[config.mk]
export PLATFORM = sky130hd
export DESIGN_NAME = adc_channel_round_robin_converter_flat
export DESIGN_NICKNAME = d
export VERILOG_FILES = /design/src/acrr_pkg.sv /design/src/acrr_if.sv /design/src/adc_channel_round_robin_converter.sv /design/src/acrr_front.sv /design/src/acrr_fifo.sv /design/src/acrr_back.sv /design/src/flat_wrapper.sv
export SDC_FILE = /design/constraint.sdc
export NUM_CORES = 1
export LEC_CHECK = 0
export BUFFER_PORTS_ARGS = -buffer_cell sky130_fd_sc_hd__buf_2
export CAP_MARGIN = 20
export CORE_ASPECT_RATIO = 1.25
export CORE_MARGIN = 2
export CORE_UTILIZATION = 30
export CTS_CLUSTER_DIAMETER = 30
export CTS_CLUSTER_SIZE = 16
export DETAILED_ROUTE_END_ITERATION = 10
export GPL_ROUTABILITY_DRIVEN = 0
export MAX_ROUTING_LAYER = met4
export PLACE_DENSITY = 0.43
export SLEW_MARGIN = 20
export SYNTH_ARGS = -nofsm -noshare
export SYNTH_HDL_FRONTEND = slang
export SYNTH_HIERARCHICAL = 1
export SYNTH_SLANG_ARGS = --single-unit
export TNS_END_PERCENT = 100
[constraint.sdc]
create_clock -name clk -period 7 [get_ports clk]
set_input_delay 0.7 -clock clk [delete_from_list [all_inputs] [get_ports clk]]
set_output_delay 0.7 -clock clk [all_outputs]
set_load 0.01 [all_outputs]
[src/acrr_pkg.sv]
// ----------------------------------------------------------------------------
// ADC round-robin converter package
// Shared types and constants for the channel phase logic, the job queue and
// the conversion back end.
// ----------------------------------------------------------------------------
package acrr_pkg;

	typedef enum logic [2:0] {
		PH_CAPTURE = 3'd0,
		PH_TEMP    = 3'd1,
		PH_SUPPLY  = 3'd2,
		PH_CORE    = 3'd3,
		PH_REF     = 3'd4
	} phase_t;

	typedef enum logic [2:0] {
		B_IDLE,
		B_MUL,
		B_NUM,
		B_PREP,
		B_DIV,
		B_ROUND,
		B_EMIT
	} back_state_t;

	localparam int CFG_IDX_W  = 3;
	localparam int CFG_DATA_W = 14;

	localparam logic [CFG_IDX_W-1:0] REG_CAPTURE_COUNT    = 3'd0;
	localparam logic [CFG_IDX_W-1:0] REG_REF_ENABLE       = 3'd1;
	localparam logic [CFG_IDX_W-1:0] REG_CAL_TEMP_DEG     = 3'd2;
	localparam logic [CFG_IDX_W-1:0] REG_CAL_TEMP_READING = 3'd3;
	localparam logic [CFG_IDX_W-1:0] REG_TEMP_SLOPE       = 3'd4;

	typedef struct packed {
		logic [10:0]        capture_count;
		logic               ref_channel_enable;
		logic [7:0]         cal_temp_deg;
		logic [11:0]        cal_temp_reading;
		logic signed [13:0] temp_slope_uv;
	} cfg_t;

	localparam cfg_t CFG_RESET = '{
		capture_count:      11'd1024,
		ref_channel_enable: 1'b0,
		cal_temp_deg:       8'd255,
		cal_temp_reading:   12'd4095,
		temp_slope_uv:      -14'sd1840
	};

	typedef struct packed {
		phase_t      channel;
		logic [11:0] sample;
		logic        capture_write;
		logic [9:0]  capture_index;
		logic        capture_done;
		phase_t      next_channel;
	} job_t;

	localparam logic [7:0]  CAL_DEG_BLANK     = 8'hFF;
	localparam logic [11:0] CAL_READING_BLANK = 12'hFFF;
	localparam logic [12:0] SAMPLE_MID        = 13'd2048;
	localparam logic [12:0] MV_FULL_SCALE     = 13'd5000;
	localparam logic [24:0] MV_ROUND          = 25'd2048;
	localparam int          MV_SHIFT          = 12;
	// 1250000 / 4096 * 256, scaled so that the quotient carries 1/16 degree.
	localparam logic signed [17:0] TEMP_GAIN  = 18'sd78125;
	localparam logic signed [15:0] TEMP_UNCAL = -16'sd4370;
	localparam logic signed [15:0] VALUE_MAX  = 16'sd32767;
	localparam logic signed [15:0] VALUE_MIN  = -16'sd32768;

	localparam int DIV_W = 32;
	localparam int DVS_W = 19;

endpackage

[src/acrr_if.sv]
// ----------------------------------------------------------------------------
// ADC round-robin converter channels
// Valid/ready channels for incoming conversion words and outgoing results.
// ----------------------------------------------------------------------------
interface acrr_in_if;
	logic        valid;
	logic        ready;
	logic        op;
	logic [11:0] adc_sample;

	modport source (output valid, op, adc_sample, input ready);
	modport sink (input valid, op, adc_sample, output ready);
endinterface

interface acrr_out_if;
	logic               valid;
	logic               ready;
	logic [2:0]         channel;
	logic signed [15:0] value;
	logic               capture_write;
	logic [9:0]         capture_index;
	logic               capture_done;
	logic               uncalibrated;
	logic [2:0]         next_channel;

	modport source (output valid, channel, value, capture_write, capture_index,
		capture_done, uncalibrated, next_channel, input ready);
	modport sink (input valid, channel, value, capture_write, capture_index,
		capture_done, uncalibrated, next_channel, output ready);
endinterface

[src/adc_channel_round_robin_converter.sv]
// ----------------------------------------------------------------------------
// ADC channel round-robin converter
// Top level: configuration registers, phase front end, job queue and
// conversion back end.
// ----------------------------------------------------------------------------
// Each word on samples is either an ADC result or an arm-capture event. The
// front end takes one word per cycle while its two-entry job queue has room;
// arm events are absorbed there and give no result. A capture, millivolt,
// uncalibrated or zero-slope temperature result passes from the head of the
// queue straight to the emit state; the back end pops a new job only while it
// is idle, so it works on one word at a time. A calibrated temperature result
// first passes through the multiply, numerator, prepare, 32-step restoring
// divider and rounding states. Results wait in an output register; while the
// sink stalls, the job queue fills and the front end then holds off new words.
module adc_channel_round_robin_converter #(
	parameter int BUF_DEPTH     = 1024,
	parameter int START_CHANNEL = 1
) (
	input  logic                               clk,
	input  logic                               arst_n,
	input  logic                               cfg_wr_en,
	input  logic [acrr_pkg::CFG_IDX_W-1:0]     cfg_index,
	input  logic [acrr_pkg::CFG_DATA_W-1:0]    cfg_wdata,
	acrr_in_if.sink                            samples,
	acrr_out_if.source                         results
);
	import acrr_pkg::*;

	cfg_t cfg_q;
	logic queue_full;
	logic push;
	job_t push_job;
	logic pop;
	logic queue_valid;
	job_t head;

	always_ff @(posedge clk or negedge arst_n) begin
		if (!arst_n) begin
			cfg_q <= CFG_RESET;
		end else if (cfg_wr_en) begin
			case (cfg_index)
				REG_CAPTURE_COUNT:    cfg_q.capture_count <= cfg_wdata[10:0];
				REG_REF_ENABLE:       cfg_q.ref_channel_enable <= cfg_wdata[0];
				REG_CAL_TEMP_DEG:     cfg_q.cal_temp_deg <= cfg_wdata[7:0];
				REG_CAL_TEMP_READING: cfg_q.cal_temp_reading <= cfg_wdata[11:0];
				REG_TEMP_SLOPE:       cfg_q.temp_slope_uv <= $signed(cfg_wdata);
				default: begin
				end
			endcase
		end
	end

	acrr_front #(
		.BUF_DEPTH(BUF_DEPTH),
		.START_CHANNEL(START_CHANNEL)
	) u_front (
		.clk(clk),
		.arst_n(arst_n),
		.cfg(cfg_q),
		.samples(samples),
		.queue_full(queue_full),
		.push(push),
		.push_job(push_job)
	);

	acrr_fifo u_fifo (
		.clk(clk),
		.arst_n(arst_n),
		.push(push),
		.push_job(push_job),
		.full(queue_full),
		.pop(pop),
		.not_empty(queue_valid),
		.head(head)
	);

	acrr_back u_back (
		.clk(clk),
		.arst_n(arst_n),
		.cfg(cfg_q),
		.job_valid(queue_valid),
		.job(head),
		.job_pop(pop),
		.results(results)
	);

endmodule

[src/acrr_front.sv]
// ----------------------------------------------------------------------------
// ADC round-robin converter front end
// Tracks the channel phase and the capture run, and turns each conversion
// word into a job for the back end.
// ----------------------------------------------------------------------------
module acrr_front #(
	parameter int BUF_DEPTH     = 1024,
	parameter int START_CHANNEL = 1
) (
	input  logic          clk,
	input  logic          arst_n,
	input  acrr_pkg::cfg_t cfg,
	acrr_in_if.sink       samples,
	input  logic          queue_full,
	output logic          push,
	output acrr_pkg::job_t push_job
);
	import acrr_pkg::*;

	localparam int PW = (BUF_DEPTH > 2) ? $clog2(BUF_DEPTH) : 1;
	localparam int CW = (PW + 1 > 11) ? PW + 1 : 11;
	localparam logic [PW:0] DEPTH_LIM = (PW + 1)'(BUF_DEPTH);

	phase_t        phase_q;
	logic          active_q;
	logic [PW-1:0] pos_q;

	logic          accept;
	logic [PW:0]   pos_next;
	logic          run_end;
	logic [31:0]   pos_ext;
	phase_t        next_phase;
	logic          known_phase;

	assign samples.ready = !queue_full;
	assign accept = samples.valid && samples.ready;

	assign pos_next = {1'b0, pos_q} + 1'b1;
	assign run_end = (CW'(pos_next) >= CW'(cfg.capture_count)) || (pos_next >= DEPTH_LIM);
	assign pos_ext = 32'(pos_q);

	always_comb begin
		known_phase = 1'b1;
		case (phase_q)
			PH_CAPTURE: next_phase = PH_TEMP;
			PH_TEMP:    next_phase = PH_SUPPLY;
			PH_SUPPLY:  next_phase = PH_CORE;
			PH_CORE:    next_phase = cfg.ref_channel_enable ? PH_REF : PH_TEMP;
			PH_REF:     next_phase = PH_CAPTURE;
			default: begin
				next_phase = PH_TEMP;
				known_phase = 1'b0;
			end
		endcase
	end

	always_comb begin
		push = accept && !samples.op && known_phase;
		push_job.channel = phase_q;
		push_job.sample = samples.adc_sample;
		push_job.capture_write = (phase_q == PH_CAPTURE) && active_q;
		push_job.capture_index = (phase_q == PH_CAPTURE && active_q) ? pos_ext[9:0] : 10'd0;
		push_job.capture_done = (phase_q == PH_CAPTURE) && active_q && run_end;
		push_job.next_channel = next_phase;
	end

	always_ff @(posedge clk or negedge arst_n) begin
		if (!arst_n) begin
			phase_q <= phase_t'(3'(START_CHANNEL));
			active_q <= 1'b0;
			pos_q <= '0;
		end else if (accept) begin
			if (samples.op) begin
				active_q <= 1'b1;
			end else begin
				phase_q <= next_phase;
				if (phase_q == PH_CAPTURE && active_q) begin
					if (run_end) begin
						pos_q <= '0;
						active_q <= 1'b0;
					end else begin
						pos_q <= pos_next[PW-1:0];
					end
				end
			end
		end
	end

endmodule

[src/acrr_fifo.sv]
// ----------------------------------------------------------------------------
// ADC round-robin converter job queue
// Two-entry queue that decouples the phase logic from the conversion unit.
// ----------------------------------------------------------------------------
module acrr_fifo (
	input  logic           clk,
	input  logic           arst_n,
	input  logic           push,
	input  acrr_pkg::job_t push_job,
	output logic           full,
	input  logic           pop,
	output logic           not_empty,
	output acrr_pkg::job_t head
);
	import acrr_pkg::*;

	job_t       mem_q [2];
	logic       wr_ptr_q;
	logic       rd_ptr_q;
	logic [1:0] cnt_q;

	assign full = (cnt_q == 2'd2);
	assign not_empty = (cnt_q != 2'd0);
	assign head = mem_q[rd_ptr_q];

	always_ff @(posedge clk) begin
		if (push) begin
			mem_q[wr_ptr_q] <= push_job;
		end
	end

	always_ff @(posedge clk or negedge arst_n) begin
		if (!arst_n) begin
			wr_ptr_q <= 1'b0;
			rd_ptr_q <= 1'b0;
			cnt_q <= 2'd0;
		end else begin
			if (push) begin
				wr_ptr_q <= !wr_ptr_q;
			end
			if (pop) begin
				rd_ptr_q <= !rd_ptr_q;
			end
			case ({push, pop})
				2'b10:   cnt_q <= cnt_q + 2'd1;
				2'b01:   cnt_q <= cnt_q - 2'd1;
				default: cnt_q <= cnt_q;
			endcase
		end
	end

endmodule

[src/acrr_back.sv]
// ----------------------------------------------------------------------------
// ADC round-robin converter back end
// Converts queued jobs into results: centred capture samples, millivolts, and
// temperature (bit-serial restoring divider when calibrated, nonzero slope).
// ----------------------------------------------------------------------------
module acrr_back (
	input  logic           clk,
	input  logic           arst_n,
	input  acrr_pkg::cfg_t cfg,
	input  logic           job_valid,
	input  acrr_pkg::job_t job,
	output logic           job_pop,
	acrr_out_if.source     results
);
	import acrr_pkg::*;

	back_state_t state_q, state_d;

	job_t               job_q;
	logic signed [15:0] val_q;
	logic               uncal_q;
	logic signed [22:0] prod_a_q;
	logic signed [30:0] prod_b_q;
	logic signed [31:0] num_q;
	logic               neg_q;
	logic [DIV_W-1:0]   dvd_q;
	logic [DVS_W-1:0]   dvs_q;
	logic [DVS_W-1:0]   rem_q;
	logic [DIV_W-1:0]   quo_q;
	logic [4:0]         cnt_q;

	logic               out_valid_q;
	logic [2:0]         out_channel_q;
	logic signed [15:0] out_value_q;
	logic               out_write_q;
	logic [9:0]         out_index_q;
	logic               out_done_q;
	logic               out_uncal_q;
	logic [2:0]         out_next_q;

	logic               out_free;
	logic               calibrated;
	logic               slope_zero;
	logic signed [15:0] simple_val;
	logic [24:0]        mv_full;
	logic signed [12:0] cal_diff;
	logic [30:0]        num_abs;
	logic [13:0]        slope_mag;
	logic [17:0]        den_abs;
	logic [DVS_W:0]     rem_sh;
	logic               rem_ge;
	logic [DVS_W:0]     rem_sub;

	assign out_free = !out_valid_q || results.ready;
	assign calibrated = (cfg.cal_temp_deg != CAL_DEG_BLANK)
		&& (cfg.cal_temp_reading != CAL_READING_BLANK);
	assign slope_zero = (cfg.temp_slope_uv == 14'sd0);

	assign mv_full = 25'(job.sample) * 25'(MV_FULL_SCALE) + MV_ROUND;

	always_comb begin
		case (job.channel)
			PH_CAPTURE: simple_val = job.capture_write ?
				16'($signed({1'b0, job.sample}) - $signed(SAMPLE_MID)) : 16'sd0;
			PH_TEMP: simple_val = calibrated ? $signed({4'd0, cfg.cal_temp_deg, 4'd0}) : TEMP_UNCAL;
			default: simple_val = $signed({3'd0, mv_full[MV_SHIFT +: 13]});
		endcase
	end

	assign cal_diff = $signed({1'b0, cfg.cal_temp_reading}) - $signed({1'b0, job_q.sample});
	assign num_abs = num_q[31] ? 31'(-num_q) : 31'(num_q);
	assign slope_mag = cfg.temp_slope_uv[13] ? 14'(-cfg.temp_slope_uv) :
		14'(cfg.temp_slope_uv);
	assign den_abs = {slope_mag, 4'd0};

	assign rem_sh = {rem_q, dvd_q[DIV_W-1]};
	assign rem_ge = rem_sh >= {1'b0, dvs_q};
	assign rem_sub = rem_sh - {1'b0, dvs_q};

	always_comb begin
		state_d = state_q;
		job_pop = 1'b0;
		case (state_q)
			B_IDLE: begin
				if (job_valid) begin
					job_pop = 1'b1;
					if (job.channel == PH_TEMP && calibrated && !slope_zero) begin
						state_d = B_MUL;
					end else begin
						state_d = B_EMIT;
					end
				end
			end
			B_MUL:   state_d = B_NUM;
			B_NUM:   state_d = B_PREP;
			B_PREP:  state_d = B_DIV;
			B_DIV: begin
				if (cnt_q == 5'(DIV_W - 1)) begin
					state_d = B_ROUND;
				end
			end
			B_ROUND: state_d = B_EMIT;
			B_EMIT: begin
				if (out_free) begin
					state_d = B_IDLE;
				end
			end
			default: state_d = B_IDLE;
		endcase
	end

	always_ff @(posedge clk or negedge arst_n) begin
		if (!arst_n) begin
			state_q <= B_IDLE;
			out_valid_q <= 1'b0;
		end else begin
			state_q <= state_d;
			if (state_q == B_EMIT && out_free) begin
				out_valid_q <= 1'b1;
			end else if (results.ready) begin
				out_valid_q <= 1'b0;
			end
		end
	end

	always_ff @(posedge clk) begin
		case (state_q)
			B_IDLE: begin
				job_q <= job;
				val_q <= simple_val;
				uncal_q <= (job.channel == PH_TEMP) && !calibrated;
			end
			B_MUL: begin
				prod_a_q <= $signed({1'b0, cfg.cal_temp_deg}) * cfg.temp_slope_uv;
				prod_b_q <= 31'(cal_diff) * 31'(TEMP_GAIN);
			end
			B_NUM: begin
				num_q <= (32'(prod_a_q) <<< 8) - 32'(prod_b_q);
			end
			B_PREP: begin
				neg_q <= num_q[31] ^ cfg.temp_slope_uv[13];
				dvd_q <= {num_abs, 1'b0} + DIV_W'(den_abs);
				dvs_q <= {den_abs, 1'b0};
				rem_q <= '0;
				quo_q <= '0;
				cnt_q <= '0;
			end
			B_DIV: begin
				rem_q <= rem_ge ? rem_sub[DVS_W-1:0] : rem_sh[DVS_W-1:0];
				quo_q <= {quo_q[DIV_W-2:0], rem_ge};
				dvd_q <= {dvd_q[DIV_W-2:0], 1'b0};
				cnt_q <= cnt_q + 5'd1;
			end
			B_ROUND: begin
				if (neg_q) begin
					val_q <= (quo_q > 32'd32768) ? VALUE_MIN : $signed(16'd0 - quo_q[15:0]);
				end else begin
					val_q <= (quo_q > 32'd32767) ? VALUE_MAX : $signed(quo_q[15:0]);
				end
			end
			B_EMIT: begin
				if (out_free) begin
					out_channel_q <= job_q.channel;
					out_value_q <= val_q;
					out_write_q <= job_q.capture_write;
					out_index_q <= job_q.capture_index;
					out_done_q <= job_q.capture_done;
					out_uncal_q <= uncal_q;
					out_next_q <= job_q.next_channel;
				end
			end
			default: begin
			end
		endcase
	end

	assign results.valid = out_valid_q;
	assign results.channel = out_channel_q;
	assign results.value = out_value_q;
	assign results.capture_write = out_write_q;
	assign results.capture_index = out_index_q;
	assign results.capture_done = out_done_q;
	assign results.uncalibrated = out_uncal_q;
	assign results.next_channel = out_next_q;

endmodule
[src/flat_wrapper.sv]
// flat-port wrapper written by rule: the top's interface ports become plain ports
module adc_channel_round_robin_converter_flat import acrr_pkg::*;
#(
	parameter int BUF_DEPTH     = 1024,
	parameter int START_CHANNEL = 1
)
  (clk, arst_n, cfg_wr_en, cfg_index, cfg_wdata, samples_valid, samples_op, samples_adc_sample, samples_ready, results_valid, results_channel, results_value, results_capture_write, results_capture_index, results_capture_done, results_uncalibrated, results_next_channel, results_ready);
  acrr_in_if samples_i ();
  acrr_out_if results_i ();
  input  logic clk;
  input  logic arst_n;
  input  logic cfg_wr_en;
  input  logic [acrr_pkg::CFG_IDX_W-1:0] cfg_index;
  input  logic [acrr_pkg::CFG_DATA_W-1:0] cfg_wdata;
  input wire logic [$bits(samples_i.valid)-1:0] samples_valid;
  input wire logic [$bits(samples_i.op)-1:0] samples_op;
  input wire logic [$bits(samples_i.adc_sample)-1:0] samples_adc_sample;
  output wire logic [$bits(samples_i.ready)-1:0] samples_ready;
  output wire logic [$bits(results_i.valid)-1:0] results_valid;
  output wire logic [$bits(results_i.channel)-1:0] results_channel;
  output wire logic [$bits(results_i.value)-1:0] results_value;
  output wire logic [$bits(results_i.capture_write)-1:0] results_capture_write;
  output wire logic [$bits(results_i.capture_index)-1:0] results_capture_index;
  output wire logic [$bits(results_i.capture_done)-1:0] results_capture_done;
  output wire logic [$bits(results_i.uncalibrated)-1:0] results_uncalibrated;
  output wire logic [$bits(results_i.next_channel)-1:0] results_next_channel;
  input wire logic [$bits(results_i.ready)-1:0] results_ready;
  assign samples_i.valid = samples_valid;
  assign samples_i.op = samples_op;
  assign samples_i.adc_sample = samples_adc_sample;
  assign samples_ready = samples_i.ready;
  assign results_valid = results_i.valid;
  assign results_channel = results_i.channel;
  assign results_value = results_i.value;
  assign results_capture_write = results_i.capture_write;
  assign results_capture_index = results_i.capture_index;
  assign results_capture_done = results_i.capture_done;
  assign results_uncalibrated = results_i.uncalibrated;
  assign results_next_channel = results_i.next_channel;
  assign results_i.ready = results_ready;
  adc_channel_round_robin_converter #(.BUF_DEPTH(BUF_DEPTH), .START_CHANNEL(START_CHANNEL)) u_core (.clk(clk), .arst_n(arst_n), .cfg_wr_en(cfg_wr_en), .cfg_index(cfg_index), .cfg_wdata(cfg_wdata), .samples(samples_i), .results(results_i));
endmodule
Word level (Yosys, flattened, before mapping)
Memory sizes are Yosys's and may differ from the RTL's.
Index checks and enable logic that the tools add are counted.
{"block": "totals", "wordCells": 161, "mem_bits_ro": 0, "mem_count": 1, "ramBits": 60, "register_bits": 339, "in_bits": 35, "latch_bits": 0, "out_inout_bits": 37}
{"block": "op_classes", "div_mod_pow": 0, "muxes": 34, "mul": 3, "n_eq_ne": 24, "n_reduce_logical": 42, "n_bitwise": 2, "magnitude_cmp": 5, "n_shift": 0, "add_sub_neg": 13}
{"memory": "u_core.u_fifo.mem_q", "words": 2, "width": 30, "read_ports": 1, "rd_ports_with_merged_regs": 0, "write_ports": 1, "line": "acrr_fifo.sv:17", "source": "job_t mem_q [2];"}
{"op": "$pmux 32 s2", "n": 2}
{"op": "$mux 16", "n": 5}
{"op": "$pmux 16 s2", "n": 2}
{"op": "$pmux 19 s2", "n": 1}
{"op": "$add 32x18->32", "n": 1}
{"op": "$gt 32x15->1 const B", "n": 1}
{"op": "$gt 32x16->1 const B", "n": 1}
{"op": "$sub 31x31->32", "n": 1}
{"op": "$mul 13x18->31 const B", "n": 1}
{"op": "$mux 31", "n": 1}
{"op": "$neg 31->31", "n": 1}
{"op": "$add 25x12->25 const B", "n": 1}
{"op": "$mul 9x14->23", "n": 1}
{"op": "$mul 12x10->22 const B", "n": 1}
{"op": "$pmux 3 s7", "n": 1}
{"op": "$ge 20x19->1", "n": 1}
{"op": "$mux 10", "n": 2}
{"op": "$mux 19", "n": 1}
{"op": "$sub 19x19->19", "n": 1}
{"op": "$eq 3x2->1 const B", "n": 6}
{"op": "$sub 1x16->16 const A", "n": 1}
{"op": "$eq 3x3->1 const B", "n": 5}
{"op": "$mux 3", "n": 5}
{"op": "$logic_not 14->1", "n": 1}
{"op": "other kinds (32)", "n": 79}

Depth between registers and ports, before layout
{"block": "depth", "depth_word": 7, "ltp_mapped": 35, "ltp_nobuf": 35}

Cells and area by module
Netlist, hierarchy kept.
{"mod": "acrr_back", "seq_area_each_um2": 8207.9, "n_inst": 1, "cells_each": 2378, "area_per_inst_um2": 24260.8}
{"mod": "acrr_fifo", "seq_area_each_um2": 1901.8, "n_inst": 1, "cells_each": 109, "area_per_inst_um2": 2361.0}
{"mod": "adc_channel_round_robin_converter", "seq_area_each_um2": 1184.9, "n_inst": 1, "cells_each": 102, "area_per_inst_um2": 1839.3}
{"mod": "acrr_front", "seq_area_each_um2": 351.6, "n_inst": 1, "cells_each": 169, "area_per_inst_um2": 1375.1}

Worst setup path before layout
OpenSTA, ideal clock, no wires.
{"block": "synth_timing", "kind": "flip-flop to flip-flop", "start": "reg u_core/cfg_q[14] (netlist name)", "end": "reg u_core.u_back.prod_b_q[29] (data pin)", "path_stages_with_launch": 34, "path_slack_ns": -0.502, "setup_time_ns": 0.265, "period_less_slack_ns": 7.502, "t_arrival_ns": 7.237, "required_ns": 6.735, "n_path_buf": 0, "path_cell_list": "dfstp_2 > inv_1 > ha_1 > inv_1 > fa_1 > a21o_1 > a21oi_1 > o21ai_0 > a21oi_1 > nand2b_1 > a21boi_0 > o21a_1 > o21ai_0 > nor2b_1 > xnor2_1 > fa_1 > fa_1 > inv_1 > fa_1 > inv_1 > fa_1 > fa_1 > ha_1 > ha_1 > a21o_1 > a21o_1 > a21oi_1 > or2_2 > o211a_1 > o21ai_0 > o41ai_1 > o21bai_1 > a21oi_1 > xor2_1"}
{"block": "synth_via", "elab_chain_len": 2}
{"item": "from (decl)", "line": "adc_channel_round_robin_converter.sv:29", "source": "cfg_t cfg_q;"}
{"item": "$sub 12x12->13", "line": "acrr_back.sv:70", "source": "assign cal_diff = $signed({1'b0, cfg.cal_temp_reading}) - $signed({1'b0, job_q.sample});"}
{"item": "$mul 13x18->31", "line": "acrr_back.sv:135", "source": "prod_b_q <= 31'(cal_diff) * 31'(TEMP_GAIN);"}
{"item": "to (signal assigned)", "line": "acrr_back.sv:135"}
{"item": "to (decl)", "line": "acrr_back.sv:23", "source": "logic signed [30:0] prod_b_q;"}
No other way between the ends.
A chain may end at the register's enable or synchronous reset.

Final worst setup path
{"block": "layout_timing", "start": "reg u_core/cfg_q[14] (netlist name)", "end": "reg u_core.u_back.prod_b_q[28] (data pin)"}
The elaborated chain is that of the path after synthesis.

==> metrics.txt <==
routed wire length=74400 microns; gr ovfl total=0; Fmax=141 MHz; final hold slack=0.143 ns; clk slew on worst S/H paths=0.05 ns; Slew headroom=0.282; CP max stage cell=fa_1; final worst setup slack=-0.0852 ns; final antenna-violating net count=0; RSZ-0062 raised after global routing=yes; share of layout cells above drive strength 1=0.179; Post-Syn Nets=3271; crit path time final=7.09 ns; CTS Sinks=398; Horiz. Die Dim=286 microns; Async SR Flop Fraction=0.171; die extent in y=357 microns; Remaining DRCs=0; FP Rows=129; WS Path Type=reg2reg; TritonRoute pass-1 iters=5; total CTS buffers=89; clk buf depth=3; vias per cell=4.69; clk root buf=clkbuf_16; Syn Inst Count=2758; Final nets=3437; Top Ports=72; crit-path max FO=4; Starting Density=0.302; vias=20216; largest net degree at the start of global routing=88; Slew Limit Fails=0; clk_skew=0.0714 ns; top cell type's share of synthesized area=0.332; Critical Path AT=7.48 ns; # fillers=9869; Max-Cap Viols=0; Seq/Total Area, Yosys=0.390; IO Port Bufs=71; die area=0.102 sq mm; status=finished, violations left; Hold Fails Final Rpt=0; Yosys reg bits=398; critical path startpoint category=register; compound-cell area share of the yosys netlist=0.0937; Max H-tree Level=3; Starting DRT DRC Count=923; largest cells by area after synthesis=edfxtp_1 (33%), ha_1 (13%), fa_1 (11%), inv_1 (4.9%), xnor2_1 (3.6%); CTS tree=built; Synth cell types=98; routed length per placed instance=17.3 microns; CORE AREA=0.0988 sq mm; Syn Area/Cell=10.8 sq um; worst hold path class=in2async; delay of the slowest critical-path stage=0.57 ns; Synth warnings=6; Fin Setup TNS=-0.217 ns; Post-synth EDFFs=330; failing checks=negative setup slack; Worst-Skew Late Latency=0.68 ns; Area Overhead vs Synth=19.2%; commonest non-fill, non-tap cell in the layout=inv_1; vias in the first global route=21176; XOR/XNOR share of the synthesized area=0.0514; Synth Area in Simple Gates=0.125; most frequent cells in the layout=inv_1 (381), edfxtp_1 (330), ha_1 (299); post-synthesis adder-cell area fraction=0.242; Slew @ Worst Pin=1.07 ns; endpoint class of the critical path=register; post-synthesis mux area share=0.0313; Final setup viols=4; initial antenna violation count=0; Synth Cell Area=0.0298 sq mm; worst endpoint required time=7.40 ns; first-pass GRT wire length=117000 microns; post-synth top area cell=edfxtp_1; fin crit share=1.01; gr usage total=0.151; main combinational cell family by area after synthesis=adder cells; # diodes=0; final HPWL from detailed placement=56200 microns; main flop type after synthesis=edfxtp_1
==> repair_timing <==
item / in CTS / in global routing
resized for setup: 20 / 36
pin swaps: 34 / 35
hold buffers: 0 / 0
buffers inserted: 7 / 6
setup endpoints to repair: 10 / 15
==> worst paths after layout <==
kind | endpoint | from | slack [ns] | cells after the start
worst max-delay path | u_core/u_back/prod_b_q[28]$_DFFE_PP_ | u_core/cfg_q[14]$_DFFE_PN1P_ | -0.09 | 31
worst min-delay path | u_core/u_front/active_q$_DFFE_PN0P_ | arst_n | 0.14 | 1
worst max register to register | u_core/u_back/prod_b_q[28]$_DFFE_PP_ | u_core/cfg_q[14]$_DFFE_PN1P_ | -0.09 | 31
worst min register to register | u_core/u_back/results.value[5]$_DFFE_PP_ | u_core/u_back/val_q[5]$_DFFE_PP_ | 0.41 | 0
max in group asynchronous | u_core/u_back/state_q[1]$_DFFE_PN0P_ | arst_n | 6.14 | 1
min in group clk | u_core/u_fifo/mem_q[1][26]$_DFFE_PP_ | samples_adc_sample[11] | 0.21 | 1
==> registers in the layout, summed over array words and instances, names as in the netlist, 2 cells and up <==
signal / flops
u_core/u_back/cnt_q: 5
u_core/u_front/phase_q: 3
u_core/u_back/rem_q: 19
u_core/u_back/val_q: 16
u_core/u_back/results.next_channel: 3
u_core/u_back/prod_a_q: 23
u_core/u_back/state_q: 3
u_core/u_back/results.value: 16
u_core/u_back/dvd_q: 31
u_core/u_back/results.capture_index: 10
u_core/u_back/results.channel: 3
u_core/u_back/quo_q: 32
u_core/u_fifo/cnt_q: 2
u_core/u_back/num_q: 32
u_core/u_back/dvs_q: 14
u_core/u_back/prod_b_q: 31
u_core/u_back/job_q: 30
u_core/u_fifo/mem_q: 60
u_core/u_front/pos_q: 10
u_core/cfg_q: 46
==> through the flow <==
| step | worst slack, ns | utilization | cells | instance area (sq um) |
|---|---|---|---|---|
| floorplan | 0.0167 | - | 2758 | 29900 |
| global placement | -0.260 | 0.325 | 4131 | 32100 |
| detailed placement | -0.339 | 0.325 | 4131 | 32100 |
| CTS | -0.192 | 0.358 | 4305 | 35300 |
| global route | -0.401 | 0.360 | 4310 | 35600 |
| finish | -0.0852 | 0.360 | 4310 | 35600 |
==> routing by layer <==
metal	wire length, microns	track usage	vias to the layer above	part of all wire
li1	-	-	9896	-
met1	31500	0.175	9892	0.42
met2	38600	0.263	306	0.52
met3	2260	0.0236	122	0.030
met4	2000	0.0515	0	0.027
met5	0	-	-	0
==> layout make-up <==
cell class	instances	area (sq um)	area share
well taps	1310	1640	0.0461
inverters	390	1460	0.0412
clock buffers	99	2300	0.0646
repair buffers	160	1030	0.0291
clock inverters	68	800	0.0225
flip-flops and latches	398	11600	0.327
multi-input cells	1885	16700	0.469
==> cells by family after synthesis <==
family,Yosys count
fa+ha+maj,478
simple gates,715
buf+inv,475
mux,80
xor+xnor,175
flops,398
compound gates,437
==> Yosys cell counts (all sizes together), types with 17 or more instances <==
cell type,number
o21ai,103
dfrtp,40
clkbuf,53
nor2b,20
nor3,38
or3,23
buf,30
nand4,17
nor2,143
a21oi,133
a31oi,21
dfstp,28
nand3,48
nand2,181
fa,167
xnor2,124
edfxtp,330
and2,131
ha,311
a21o,32
xor2,51
o31ai,22
mux2,77
inv,389
==> critical path, delay by kind of cell (launching register included) <==
kind / cells / cell delay, ns
simple gates: 3 / 0.47
xor+xnor: 2 / 0.17
buf+inv: 5 / 0.32
compound gates: 12 / 2.00
flops: 1 / 0.37
fa+ha+maj: 9 / 3.42
Power is left out: the tool's default activity adds up to more than one toggle a clock period on the data nets, which glitch-free logic cannot reach.
